## config.mk

```make
export PLATFORM = sky130hd
export DESIGN_NAME = reference_frame_buffer_manager_core
export DESIGN_NICKNAME = d
export VERILOG_FILES = /design/src/rfbm_pkg.sv /design/src/reference_frame_buffer_manager_core.sv
export SDC_FILE = /design/constraint.sdc
export NUM_CORES = 1
export LEC_CHECK = 0
export ABC_AREA = 1
export BUFFER_PORTS_ARGS = -buffer_cell sky130_fd_sc_hd__buf_2
export CELL_PAD_IN_SITES_DETAIL_PLACEMENT = 0
export CELL_PAD_IN_SITES_GLOBAL_PLACEMENT = 1
export CORE_ASPECT_RATIO = 1.2
export CORE_UTILIZATION = 48
export CTS_CLUSTER_DIAMETER = 80
export DETAILED_ROUTE_END_ITERATION = 6
export GPL_ROUTABILITY_DRIVEN = 1
export PLACE_DENSITY = 0.88
export SETUP_SLACK_MARGIN = 0.5
export SLEW_MARGIN = 5
export SYNTH_ARGS = -nofsm -noshare
export SYNTH_HDL_FRONTEND = slang
export SYNTH_SLANG_ARGS = --single-unit
```

## constraint.sdc

```tcl
create_clock -name aclk -period 6.2 [get_ports aclk]
set_clock_uncertainty 0.1 [all_clocks]
set_input_delay 0.62 -clock aclk [delete_from_list [all_inputs] [get_ports aclk]]
set_output_delay 0.62 -clock aclk [all_outputs]
set_load 0.02 [all_outputs]
```

## src/rfbm_pkg.sv

```systemverilog
// Shared constants and field codes for the reference frame buffer manager.
// No dependencies; imported by the core module.
`timescale 1ns / 1ps
`default_nettype none

package rfbm_pkg;

    // Pool size; the slot width follows from it.
    localparam int NUM_BUFFERS = 4;
    localparam int SLOT_W      = $clog2(NUM_BUFFERS);

    // Reference count storage.
    localparam int             CNT_W   = 3;
    localparam logic [CNT_W-1:0] CNT_MAX = 3'd7;

    // Width of the index fields on the result channel.
    localparam int IDX_W = 2;

    // Item mode.
    localparam logic MODE_ALLOC  = 1'b0;
    localparam logic MODE_COMMIT = 1'b1;

    // Copy selectors.
    localparam logic [1:0] COPY_NONE    = 2'd0;
    localparam logic [1:0] COPY_LAST    = 2'd1;
    localparam logic [1:0] COPY_OTHER   = 2'd2;
    localparam logic [1:0] COPY_INVALID = 2'd3;

    // Result status codes.
    localparam logic [1:0] STATUS_OK      = 2'd0;
    localparam logic [1:0] STATUS_NO_FREE = 2'd1;
    localparam logic [1:0] STATUS_BAD_SEL = 2'd2;

    typedef logic [SLOT_W-1:0] slot_t;
    typedef logic [CNT_W-1:0]  cnt_t;

endpackage

`default_nettype wire

```

## src/reference_frame_buffer_manager_core.sv

```systemverilog
// Reference frame buffer manager: reference counts and role pointers for the
// frame buffer pool, updated through one shared count update unit.
// Depends on rfbm_pkg.
`timescale 1ns / 1ps
`default_nettype none

// Allocate examines one buffer per cycle from slot 0 and claims the first free one;
// commit applies each enabled role update through the shared count unit as a release of
// the old buffer then a claim of the target, skips disabled steps, releases the new buffer
// and loads the result. One item in work at a time and s_ready high only when idle, so a
// new item waits until the last is done, also while a waiting result holds the register.
// Reset (synchronous, aresetn low): counts 0,1,1,1, new 0, last 1, golden 2, alt 3.
module reference_frame_buffer_manager_core
    import rfbm_pkg::*;
(
    input  wire logic             aclk,
    input  wire logic             aresetn,

    input  wire logic             s_valid,
    output logic                  s_ready,
    input  wire logic             s_mode,
    input  wire logic             s_refresh_last,
    input  wire logic             s_refresh_golden,
    input  wire logic             s_refresh_alt,
    input  wire logic [1:0]       s_copy_to_alt,
    input  wire logic [1:0]       s_copy_to_golden,

    output logic                  m_valid,
    input  wire logic             m_ready,
    output logic [IDX_W-1:0]      m_buffer_index,
    output logic [1:0]            m_status,
    output logic [IDX_W-1:0]      m_last_index,
    output logic [IDX_W-1:0]      m_golden_index,
    output logic [IDX_W-1:0]      m_alt_index
);

    typedef enum logic [1:0] {
        ST_IDLE,
        ST_ALLOC,
        ST_COMMIT,
        ST_FINISH
    } state_t;

    // Commit steps, in the order the role updates must apply.
    typedef enum logic [2:0] {
        STEP_COPY_ALT,
        STEP_COPY_GOLD,
        STEP_REF_GOLD,
        STEP_REF_ALT,
        STEP_REF_LAST,
        STEP_RELEASE
    } step_t;

    typedef enum logic [1:0] {
        ROLE_ALT,
        ROLE_GOLD,
        ROLE_LAST
    } role_t;

    typedef enum logic [1:0] {
        OP_NONE,
        OP_DEC,
        OP_INC,
        OP_SET
    } op_t;

    localparam slot_t LAST_SLOT = SLOT_W'(NUM_BUFFERS - 1);

    // ------------------------------------------------------------------
    // State
    // ------------------------------------------------------------------
    state_t     state_reg, state_next;
    step_t      step_reg, step_next;
    logic       half_reg, half_next;      // 0: release old buffer, 1: claim target
    slot_t      scan_reg, scan_next;

    cnt_t       counts_reg [NUM_BUFFERS];
    cnt_t       counts_next [NUM_BUFFERS];
    slot_t      new_reg, new_next;
    slot_t      last_reg, last_next;
    slot_t      gold_reg, gold_next;
    slot_t      alt_reg, alt_next;

    // Captured item flags.
    logic       r_last_reg, r_last_next;
    logic       r_gold_reg, r_gold_next;
    logic       r_alt_reg, r_alt_next;
    logic [1:0] c_alt_reg, c_alt_next;
    logic [1:0] c_gold_reg, c_gold_next;
    slot_t      src_reg, src_next;        // source for selector "from last-or-new"

    // Result being built and result register.
    slot_t      shown_reg, shown_next;
    logic [1:0] status_reg, status_next;
    logic       m_valid_reg, m_valid_next;
    logic [IDX_W-1:0] m_buf_reg, m_buf_next;
    logic [1:0]       m_status_reg, m_status_next;
    logic [IDX_W-1:0] m_last_reg, m_last_next;
    logic [IDX_W-1:0] m_gold_reg, m_gold_next;
    logic [IDX_W-1:0] m_alt_reg, m_alt_next;

    // ------------------------------------------------------------------
    // Commit step decode
    // ------------------------------------------------------------------
    logic       step_en;
    logic       step_bad;
    role_t      step_role;
    slot_t      step_target;
    slot_t      role_cur;

    always_comb begin
        step_en     = 1'b0;
        step_bad    = 1'b0;
        step_role   = ROLE_ALT;
        step_target = '0;
        case (step_reg)
            STEP_COPY_ALT: begin
                step_en   = (c_alt_reg != COPY_NONE);
                step_role = ROLE_ALT;
                step_bad  = (c_alt_reg == COPY_INVALID);
                case (c_alt_reg)
                    COPY_LAST:  step_target = src_reg;
                    COPY_OTHER: step_target = gold_reg;
                    default:    step_target = '0;
                endcase
            end
            STEP_COPY_GOLD: begin
                step_en   = (c_gold_reg != COPY_NONE);
                step_role = ROLE_GOLD;
                step_bad  = (c_gold_reg == COPY_INVALID);
                // alt_reg already holds the result of the alternate copy
                case (c_gold_reg)
                    COPY_LAST:  step_target = src_reg;
                    COPY_OTHER: step_target = alt_reg;
                    default:    step_target = '0;
                endcase
            end
            STEP_REF_GOLD: begin
                step_en     = r_gold_reg;
                step_role   = ROLE_GOLD;
                step_target = new_reg;
            end
            STEP_REF_ALT: begin
                step_en     = r_alt_reg;
                step_role   = ROLE_ALT;
                step_target = new_reg;
            end
            STEP_REF_LAST: begin
                step_en     = r_last_reg;
                step_role   = ROLE_LAST;
                step_target = new_reg;
            end
            default: begin
                step_en = 1'b0;
            end
        endcase

        case (step_role)
            ROLE_GOLD: role_cur = gold_reg;
            ROLE_LAST: role_cur = last_reg;
            default:   role_cur = alt_reg;
        endcase
    end

    // ------------------------------------------------------------------
    // Sequencer and shared count update unit
    // ------------------------------------------------------------------
    slot_t u_slot;
    op_t   u_op;
    cnt_t  u_cnt;
    cnt_t  u_res;

    assign s_ready = (state_reg == ST_IDLE);
    assign u_cnt   = counts_reg[u_slot];

    always_comb begin
        state_next    = state_reg;
        step_next     = step_reg;
        half_next     = half_reg;
        scan_next     = scan_reg;
        counts_next   = counts_reg;
        new_next      = new_reg;
        last_next     = last_reg;
        gold_next     = gold_reg;
        alt_next      = alt_reg;
        r_last_next   = r_last_reg;
        r_gold_next   = r_gold_reg;
        r_alt_next    = r_alt_reg;
        c_alt_next    = c_alt_reg;
        c_gold_next   = c_gold_reg;
        src_next      = src_reg;
        shown_next    = shown_reg;
        status_next   = status_reg;
        m_valid_next  = m_valid_reg;
        m_buf_next    = m_buf_reg;
        m_status_next = m_status_reg;
        m_last_next   = m_last_reg;
        m_gold_next   = m_gold_reg;
        m_alt_next    = m_alt_reg;
        u_slot        = scan_reg;
        u_op          = OP_NONE;

        // Drop the result once the consumer takes it.
        if (m_valid_reg && m_ready) begin
            m_valid_next = 1'b0;
        end

        case (state_reg)
            ST_IDLE: begin
                if (s_valid) begin
                    r_last_next = s_refresh_last;
                    r_gold_next = s_refresh_golden;
                    r_alt_next  = s_refresh_alt;
                    c_alt_next  = s_copy_to_alt;
                    c_gold_next = s_copy_to_golden;
                    src_next    = s_refresh_last ? last_reg : new_reg;
                    status_next = STATUS_OK;
                    scan_next   = '0;
                    step_next   = STEP_COPY_ALT;
                    half_next   = 1'b0;
                    state_next  = (s_mode == MODE_ALLOC) ? ST_ALLOC : ST_COMMIT;
                end
            end

            ST_ALLOC: begin
                // Examine one buffer per cycle, claim the first free one.
                u_slot = scan_reg;
                if (u_cnt == '0) begin
                    u_op       = OP_SET;
                    new_next   = scan_reg;
                    shown_next = scan_reg;
                    state_next = ST_FINISH;
                end else if (scan_reg == LAST_SLOT) begin
                    // Pool exhausted: clear every count, keep new slot.
                    for (int i = 0; i < NUM_BUFFERS; i++) begin
                        counts_next[i] = '0;
                    end
                    shown_next  = '0;
                    status_next = STATUS_NO_FREE;
                    state_next  = ST_FINISH;
                end else begin
                    scan_next = scan_reg + 1'b1;
                end
            end

            ST_COMMIT: begin
                if (step_reg == STEP_RELEASE) begin
                    u_slot     = new_reg;
                    u_op       = OP_DEC;
                    shown_next = new_reg;
                    state_next = ST_FINISH;
                end else if (!step_en) begin
                    step_next = step_t'(step_reg + 3'd1);
                    half_next = 1'b0;
                end else if (!half_reg) begin
                    // Release the buffer the role currently holds.
                    u_slot    = role_cur;
                    u_op      = OP_DEC;
                    half_next = 1'b1;
                end else begin
                    // Point the role at its target and claim it.
                    u_slot = step_target;
                    u_op   = OP_INC;
                    case (step_role)
                        ROLE_GOLD: gold_next = step_target;
                        ROLE_LAST: last_next = step_target;
                        default:   alt_next  = step_target;
                    endcase
                    if (step_bad) begin
                        status_next = STATUS_BAD_SEL;
                    end
                    step_next = step_t'(step_reg + 3'd1);
                    half_next = 1'b0;
                end
            end

            ST_FINISH: begin
                // Hold until the result register is free.
                if (!m_valid_reg || m_ready) begin
                    m_valid_next  = 1'b1;
                    m_buf_next    = shown_reg[IDX_W-1:0];
                    m_status_next = status_reg;
                    m_last_next   = last_reg[IDX_W-1:0];
                    m_gold_next   = gold_reg[IDX_W-1:0];
                    m_alt_next    = alt_reg[IDX_W-1:0];
                    state_next    = ST_IDLE;
                end
            end

            default: begin
                state_next = ST_IDLE;
            end
        endcase

        // Saturating count update, one buffer per cycle.
        case (u_op)
            OP_DEC:  u_res = (u_cnt != '0) ? u_cnt - 1'b1 : u_cnt;
            OP_INC:  u_res = (u_cnt != CNT_MAX) ? u_cnt + 1'b1 : u_cnt;
            OP_SET:  u_res = CNT_W'(1);
            default: u_res = u_cnt;
        endcase
        if (u_op != OP_NONE) begin
            counts_next[u_slot] = u_res;
        end
    end

    always_ff @(posedge aclk) begin
        if (!aresetn) begin
            state_reg   <= ST_IDLE;
            step_reg    <= STEP_COPY_ALT;
            half_reg    <= 1'b0;
            scan_reg    <= '0;
            for (int i = 0; i < NUM_BUFFERS; i++) begin
                counts_reg[i] <= (i == 0) ? CNT_W'(0) : CNT_W'(1);
            end
            new_reg     <= SLOT_W'(0);
            last_reg    <= SLOT_W'(1);
            gold_reg    <= SLOT_W'(2);
            alt_reg     <= SLOT_W'(3);
            m_valid_reg <= 1'b0;
        end else begin
            state_reg   <= state_next;
            step_reg    <= step_next;
            half_reg    <= half_next;
            scan_reg    <= scan_next;
            counts_reg  <= counts_next;
            new_reg     <= new_next;
            last_reg    <= last_next;
            gold_reg    <= gold_next;
            alt_reg     <= alt_next;
            m_valid_reg <= m_valid_next;
        end
        r_last_reg   <= r_last_next;
        r_gold_reg   <= r_gold_next;
        r_alt_reg    <= r_alt_next;
        c_alt_reg    <= c_alt_next;
        c_gold_reg   <= c_gold_next;
        src_reg      <= src_next;
        shown_reg    <= shown_next;
        status_reg   <= status_next;
        m_buf_reg    <= m_buf_next;
        m_status_reg <= m_status_next;
        m_last_reg   <= m_last_next;
        m_gold_reg   <= m_gold_next;
        m_alt_reg    <= m_alt_next;
    end

    assign m_valid        = m_valid_reg;
    assign m_buffer_index = m_buf_reg;
    assign m_status       = m_status_reg;
    assign m_last_index   = m_last_reg;
    assign m_golden_index = m_gold_reg;
    assign m_alt_index    = m_alt_reg;

endmodule

`default_nettype wire
```

==> flow_summary.toml, run 1 <==
[routing]
ant_nets = 0
vias = 2450
routedWlPerCell_microns = 12.4
drc = 0
vias_per_cell = 4.98
firstDrtPassIters = 4
wirelength_microns = 6120
drt_iter0_drc = 81

[clocking]
clkSinkCount = 52
clockBufferDepth = 2
cts_tree = "yes"
cts_root_buf = "clkbuf_8"
clkTransAtPathRegs_ns = 0.10
cts_resized = 0
cts_made_buffers = 5
cts_max_level = 2
ctsHoldBuffers = 0
insertion_delay_ns = 0.31
cts_setup_buffers = 0

[sta]
slew_headroom = 0.424
min_period_ns = 4.37
setup_tns_ns = 0
period_share = 0.704
hold_slack_ns = 0.327
tightestPinTransition_ns = 0.864
fmax_ghz = 0.229
rsz0062_at_grt = "false"
slew_violations = 0
finalSetupViolCount = 0
hold_violations = 0

[critical_path]
crit_path_max_fanout = 10
arrival_ns = 4.46
path_common_cell = "inv_1"
cp_slowest_stage_delay_ns = 0.34
criticalPathCategory = "reg2reg"
cp.required_ns = 6.30
cp_slowest_cell = "dfxtp_1"
critPathCaptureType = "flip-flop"
cp-start-kind = "flip-flop"

[global_routing]
antenna_found_initial = 0
grt_pass1_vias = 2209
grt_pass1_wl_microns = 9960
grt_max_degree = 20
grt_overflow = 0
grtUsageTotal = 0.201

[floorplan]
rows = 31
chipHeight_microns = 88.4
core_sq_mm = 0.00601
pin_count = 24
initial_core_util = 0.496
die-width_microns = 74.0
dieArea_sq_mm = 0.00654

[synthesis]
synth_seq_cells = 52
syn-num-nets = 419
synthCells = 384
yosysUniqueCellTypes = 35
ys_seq_area_frac = 0.426
syn-cell-area_sq_mm = 0.00298
yosys_warnings = 0
synth.avg_cell_area_sq_um = 7.77

[placed_design]
post-dp-hpwl_microns = 4820
gp_congestion = 0.892
numPortBuffers = 23

[finish]
layout_common_cells = "nand2_1 (97), inv_1 (68), nand3_1 (35)"
fillCellCount = 597
layout.nets = 444
layout.cells.most_common = "nand2_1"
diodes = 0
largest_reg_flops = 12
drive_above_1_share = 0.141
syn_to_final_growth_pct = 9.77

[power]
powerDensity_mw_per_mm2 = 467
p_leak_nw = 1.56
ir_drop_mv = 0.339

[flow_run]
cap_violations = 0

[outcome]
outcome = "completed"

[min_path]
hold_class = "reg2reg"
[power breakdown]
part,total [W],internal (W),switching (W)
Sequential,0.000502,0.000455,0.0000470
Clock,0.000200,0.0000830,0.000117
Combinational,0.000827,0.000268,0.000559
[final timing paths]
| path | startpoint | to | slack (ns) | depth (start not counted) |
|---|---|---|---|---|
| max | step_reg[1]$_SDFFE_PN0P_ | counts_reg[6]$_SDFF_PN1_ | 1.83 | 30 |
| min | status_reg[1]$_DFFE_PP_ | m_status[1]$_DFFE_PP_ | 0.33 | 0 |
| max reg2reg | step_reg[1]$_SDFFE_PN0P_ | counts_reg[6]$_SDFF_PN1_ | 1.83 | 30 |
| min reg2reg | status_reg[1]$_DFFE_PP_ | m_status[1]$_DFFE_PP_ | 0.33 | 0 |
[through the flow]
stage / std cells / utilization / area (sq um) / total power (W) / setup WS, ns
after floorplan: 384 / - / 2980 / 0.00115 / 2.45
after global placement: 484 / 0.529 / 3180 / 0.00132 / 2.08
after detailed placement: 484 / 0.529 / 3180 / 0.00133 / 1.91
after CTS: 492 / 0.545 / 3280 / 0.00154 / 1.88
after global routing: 492 / 0.545 / 3280 / 0.00167 / 1.33
final: 492 / 0.545 / 3280 / 0.00153 / 1.83
[layer usage]
| layer | share of wire | vias to the layer above | global-route usage |
|---|---|---|---|
| met5 | 0 | - | 0 |
| met1 | 0.44 | 1120 | 0.228 |
| met3 | 0.017 | 11 | 0.0285 |
| met4 | 0.012 | 0 | 0.0594 |
| li1 | - | 1292 | - |
| met2 | 0.53 | 27 | 0.383 |
[Yosys cell counts (all sizes together)]
| cell type | n | share of area |
|---|---|---|
| or2 | 1 | 0.0021 |
| a221oi | 2 | 0.0059 |
| dfxtp | 29 | 0.19 |
| ha | 23 | 0.096 |
| a31oi | 3 | 0.0063 |
| edfxtp | 23 | 0.23 |
| nand4 | 1 | 0.0021 |
| nor2 | 23 | 0.040 |
| and2 | 1 | 0.0029 |
| nor3 | 5 | 0.0084 |
| nand2 | 106 | 0.14 |
| buf | 1 | 0.0025 |
| nor4 | 1 | 0.0021 |
| clkinv | 1 | 0.0013 |
| a21oi | 25 | 0.043 |
| nand3 | 37 | 0.065 |
| a31o | 1 | 0.0029 |
| o21ai | 19 | 0.036 |
| o211ai | 2 | 0.0050 |
| clkbuf | 4 | 0.0050 |
| inv | 70 | 0.088 |
| o21a | 1 | 0.0025 |
| a211oi | 2 | 0.0050 |
| o22ai | 1 | 0.0021 |
| o2111ai | 1 | 0.0029 |
| o2111a | 1 | 0.0038 |
[critical path, delay by kind of cell, from the launching register on]
| family | cells | cell delay [ns] |
|---|---|---|
| buffers and inverters | 8 | 0.72 |
| adders and majority gates | 4 | 0.88 |
| and+or+nand+nor | 15 | 1.85 |
| AOI/OAI and AO/OA | 3 | 0.37 |
| DFF | 1 | 0.34 |
[final cells by class]
type	count	area, sq um	share of cell area
inverters	71	267	0.0814
repair buffers	23	115	0.0351
flip-flops and latches	52	1270	0.388
clock inverters	3	27.5	0.00840
multi-input cells	256	1420	0.435
well taps	82	103	0.0313
clock buffers	5	68.8	0.0210
[kinds of logic after synthesis]
kind of cell               count (synthesis)  share of synthesized area
buffers and inverters                     76                     0.0969
DFF                                       52                      0.426
AOI/OAI and AO/OA                         58                      0.115
adders and majority gates                 23                     0.0964
and+or+nand+nor                          175                      0.265
Note: power is estimated with default switching activity, not from simulation.
==> run 2: changes to the inputs <==
Settings changed: CORE_UTILIZATION 48 to 44, PLACE_DENSITY 0.88 to 0.82.
Clock period 6.2 ns to 4.55 ns, I/O delays scaled along.
==> flow_summary.toml, run 2 (synthesis results as in run 1) <==
[power]
powerDensity_mw_per_mm2 = 685
p_leak_nw = 1.66
ir_drop_mv = 0.437
clockPowerShare = 0.131
report.power.total_w = 0.00240
comb_power_share = 0.582
p_sw_w = 0.00111
seqPwrFrac = 0.287
switching_share = 0.460
p_int_w = 0.00130

[sta]
period_share = 0.823
slew_headroom = 0.383
rsz0062_at_grt = "false"
tightestPinTransition_ns = 0.926
hold_slack_ns = 0.222
slew_violations = 0
setup_tns_ns = 0
fmax_ghz = 0.267
finalSetupViolCount = 0
min_period_ns = 3.75
hold_violations = 0

[routing]
ant_nets = 0
firstDrtPassIters = 6
vias_per_cell = 5.08
vias = 2578
drt_iter0_drc = 86
routedWlPerCell_microns = 13.0
wirelength_microns = 6580
drc = 0

[finish]
final_cell_area_sq_mm = 0.00350
largest_reg_flops = 12
layout_common_cells = "nand2_1 (92), inv_1 (61), nand3_1 (33)"
layout.cells.most_common = "nand2_1"
fillCellCount = 642
layout.nets = 456
final_cells = 507
drive_above_1_share = 0.225
multi_input_area_sq_mm = 0.00154
diodes = 0
regArea_sq_mm = 0.00127
syn_to_final_growth_pct = 17.4

[critical_path]
cp_slowest_cell = "dfxtp_2"
crit_path_max_fanout = 8
critPathCaptureType = "flip-flop"
arrival_ns = 3.85
cp.required_ns = 4.66
path_common_cell = "nand2_1"
cp_slowest_stage_delay_ns = 0.39
criticalPathCategory = "reg2reg"
cp-start-kind = "flip-flop"

[clocking]
clkSinkCount = 52
cts_max_level = 2
clkTransAtPathRegs_ns = 0.09
insertion_delay_ns = 0.30
cts_root_buf = "clkbuf_8"
cts_tree = "yes"
cts_made_buffers = 5
clockBufferDepth = 2

[floorplan]
rows = 32
die-width_microns = 77.2
chipHeight_microns = 92.2
pin_count = 24
dieArea_sq_mm = 0.00712
core_sq_mm = 0.00649
initial_core_util = 0.460

[global_routing]
grtUsageTotal = 0.195
grt_pass1_vias = 2374
grt_max_degree = 20
grt_overflow = 0
antenna_found_initial = 0
grt_pass1_wl_microns = 10800

[outcome]
outcome = "completed"

[placed_design]
numPortBuffers = 23
placed_cells = 488
post-dp-hpwl_microns = 5050
gp_congestion = 0.904
place_area_sq_mm = 0.00319

[min_path]
hold_class = "in2reg"

[flow_run]
cap_violations = 0
## run 2: cell count changes in the layout (fill, tap and decap cells not counted), moves of 3 or more
cell and change:
nand2_2 +4, o21ai_1 +3, buf_4 +12, nor3_1 -3, nor3_4 +3, nand2_1 -5, ha_1 -3, inv_1 -7
inv_2 +6, o21ai_0 -3, nor2_4 +3
## run 2: power groups by stage
stage | sequential (W) | clock, W | combinational (W)
after CTS | 0.000686 | 0.000323 | 0.00119
final | 0.000689 | 0.000315 | 0.00140
after floorplan | 0.000681 | 0 | 0.000892
after detailed placement | 0.000696 | 0 | 0.00114
after global routing | 0.000702 | 0.000340 | 0.00157
after global placement | 0.000692 | 0 | 0.00112
## run 2: per-stage QoR
stage	util	setup WS (ns)
floorplan	-	0.798
global placement	0.492	0.423
detailed placement	0.492	0.231
CTS	0.516	0.534
global route	0.540	0.490
finish	0.540	0.804
## run 2: path summary, 6_finish.rpt
path,endpoint,slack (ns),cells after the start,from
max,counts_reg[5]$_SDFF_PN0_,0.80,28,step_reg[0]$_SDFFE_PN0P_
min,r_gold_reg$_DFFE_PP_,0.22,1,s_refresh_golden
max reg2reg,counts_reg[5]$_SDFF_PN0_,0.80,28,step_reg[0]$_SDFFE_PN0P_
min reg2reg,m_status[0]$_DFFE_PP_,0.33,0,status_reg[0]$_DFFE_PP_
## run 2: cell type report
class / count / area share
clock buffer: 5 / 0.0196
multi-input combinational: 256 / 0.439
clock inverter: 3 / 0.0121
sequential: 52 / 0.363
timing repair buffer: 35 / 0.0586
inverter: 71 / 0.0768
tap: 85 / 0.0303
## run 2: timing repair
item / 4_1_cts / 5_1_grt
setup endpoints to repair: 13 / 16
pin swaps: 0 / 8
setup buffers: 1 / 10
hold buffers: 0 / 0
resized for setup: 10 / 28
## run 2: per-layer routing
metal | track usage | vias up | wire [microns]
li1 | - | 1319 | -
met2 | 0.364 | 54 | 3420
met4 | 0.101 | 0 | 265
met3 | 0.0269 | 25 | 178
met1 | 0.211 | 1180 | 2710
met5 | 0 | - | 0
## run 2: worst max-delay path: cells and delay by family, from the launching register on
| family | cells | cell delay [ns] |
|---|---|---|
| DFF | 1 | 0.39 |
| and+or+nand+nor | 15 | 1.51 |
| buffers and inverters | 6 | 0.46 |
| adders and majority gates | 4 | 0.93 |
| AOI/OAI and AO/OA | 3 | 0.25 |
==> run 3: changes to the inputs <==
Clock period 4.55 ns to 3.91 ns, I/O delays scaled along.
==> flow_summary.toml, run 3 (synthesis results as in run 1) <==
[routing]
vias = 2608
ant_nets = 0
vias_per_cell = 4.99
routedWlPerCell_microns = 13.3
drc = 0
wirelength_microns = 6940
firstDrtPassIters = 4
drt_iter0_drc = 116

[finish]
layout.nets = 472
diodes = 0
fillCellCount = 625
drive_above_1_share = 0.313
largest_reg_flops = 12
syn_to_final_growth_pct = 25.7
layout.cells.most_common = "nand2_1"
final_cells = 523
layout_common_cells = "nand2_1 (86), inv_1 (56), nand3_1 (31)"

[sta]
rsz0062_at_grt = "true"
hold_violations = 0
fmax_ghz = 0.292
finalSetupViolCount = 0
worst_slack_ns = 0.480
setup_tns_ns = 0
slew_headroom = 0.394
tightestPinTransition_ns = 0.909
slew_violations = 0
min_period_ns = 3.43
period_share = 0.877

[floorplan]
pin_count = 24
rows = 32
die-width_microns = 77.2
dieArea_sq_mm = 0.00712
chipHeight_microns = 92.2
core_sq_mm = 0.00649
initial_core_util = 0.460

[power]
powerDensity_mw_per_mm2 = 830
ir_drop_mv = 0.571
p_leak_nw = 1.75

[clocking]
clkTransAtPathRegs_ns = 0.09
clkSinkCount = 52
cts_root_buf = "clkbuf_8"
insertion_delay_ns = 0.31
cts_made_buffers = 5
ctsHoldBuffers = 0
cts_max_level = 2
cts_tree = "yes"
clockBufferDepth = 2

[global_routing]
grt_overflow = 0
gr-max-usage-layer = "met2"
antenna_found_initial = 0
grt_pass1_wl_microns = 12200
grtUsageTotal = 0.215
grt_max_degree = 20
grt_util_met2 = 0.409
grt_pass1_vias = 2711
gr-usage-met1 = 0.240
use_met3 = 0.0299

[critical_path]
critPathCaptureType = "flip-flop"
cp_slowest_stage_delay_ns = 0.34
crit_family = "simple AND/OR/NAND/NOR gates"
worstPathBufferInverterCount = 9
reg2reg_slack_ns = 0.48
criticalPathCategory = "reg2reg"
cp_slowest_cell = "dfxtp_2"
path_common_cell = "inv_2"
cp-start-kind = "flip-flop"
arrival_ns = 3.54
crit_path_max_fanout = 7
cp.required_ns = 4.02

[placed_design]
post-dp-hpwl_microns = 5220
dp_slack_ns = 0.165
numPortBuffers = 23
gp_congestion = 0.873
placed_cells = 488

[flow_run]
cap_violations = 0

[min_path]
hold_class = "in2reg"

[outcome]
outcome = "completed"
## run 3: cell count changes in the layout (fill, tap and decap cells not counted), moves of 3 or more
| cell | previous run | this run |
|---|---|---|
| a21oi_2 | 1 | 7 |
| ha_1 | 20 | 17 |
| inv_1 | 61 | 56 |
| nand2_2 | 12 | 15 |
| nand2_4 | 2 | 5 |
| a21oi_1 | 24 | 18 |
| buf_4 | 12 | 28 |
| nand2_1 | 92 | 86 |
| inv_2 | 8 | 12 |
## run 3: final timing paths
kind | from | end | cells after the start
max reg2reg | step_reg[1]$_SDFFE_PN0P_ | counts_reg[5]$_SDFF_PN0_ | 32
min reg2reg | status_reg[1]$_DFFE_PP_ | m_status[1]$_DFFE_PP_ | 0
min | s_copy_to_alt[0] | c_alt_reg[0]$_DFFE_PP_ | 1
max | step_reg[1]$_SDFFE_PN0P_ | counts_reg[5]$_SDFF_PN0_ | 32
## run 3: worst register-to-register path, delay by kind of cell (launching register included)
| family | cells | cell delay [ns] |
|---|---|---|
| AO/OA/AOI/OAI | 3 | 0.22 |
| flip-flops | 1 | 0.34 |
| buffers and inverters | 9 | 0.56 |
| adder cells (fa/ha/maj) | 4 | 0.75 |
| AND/OR/NAND/NOR | 16 | 1.40 |
## run 3: cell type report
| cell class | count | area [sq um] | area share |
|---|---|---|---|
| Clock buffer | 5 | 68.8 | 0.0183 |
| Clock inverter | 3 | 42.5 | 0.0113 |
| Inverter | 71 | 272 | 0.0724 |
| Multi-Input combinational cell | 256 | 1660 | 0.442 |
| Sequential cell | 52 | 1280 | 0.340 |
| Tap cell | 85 | 106 | 0.0283 |
| Timing Repair Buffer | 51 | 325 | 0.0867 |
## run 3: power breakdown
part	leakage, nW	switching, W	internal (W)
clock network	0.0541	0.000181	0.000190
registers	0.444	0.0000779	0.000724
logic	1.25	0.00115	0.000790
total	1.75	0.00141	0.00170
## run 3: metrics by stage
stage | area [sq um] | util | total power (W) | hold WS (ns)
after floorplan | 3080 | - | 0.00198 | 0.300
after global placement | 3290 | 0.507 | 0.00228 | 0.303
after detailed placement | 3290 | 0.507 | 0.00229 | 0.306
after CTS | 3660 | 0.565 | 0.00301 | 0.150
after global routing | 3750 | 0.579 | 0.00338 | 0.144
final | 3750 | 0.579 | 0.00312 | 0.160
## run 3: repair_timing
action                                  CTS  global route
cloned                                    0             0
buffers inserted                         24             3
gates resized for setup                  33            16
pin swaps                                20            14
endpoints found under the setup margin   18            18
## run 3: routing by layer
layer	part of all wire	vias up
li1	-	1350
met2	0.53	41
met5	0	-
met3	0.026	12
met4	0.020	0
met1	0.42	1205
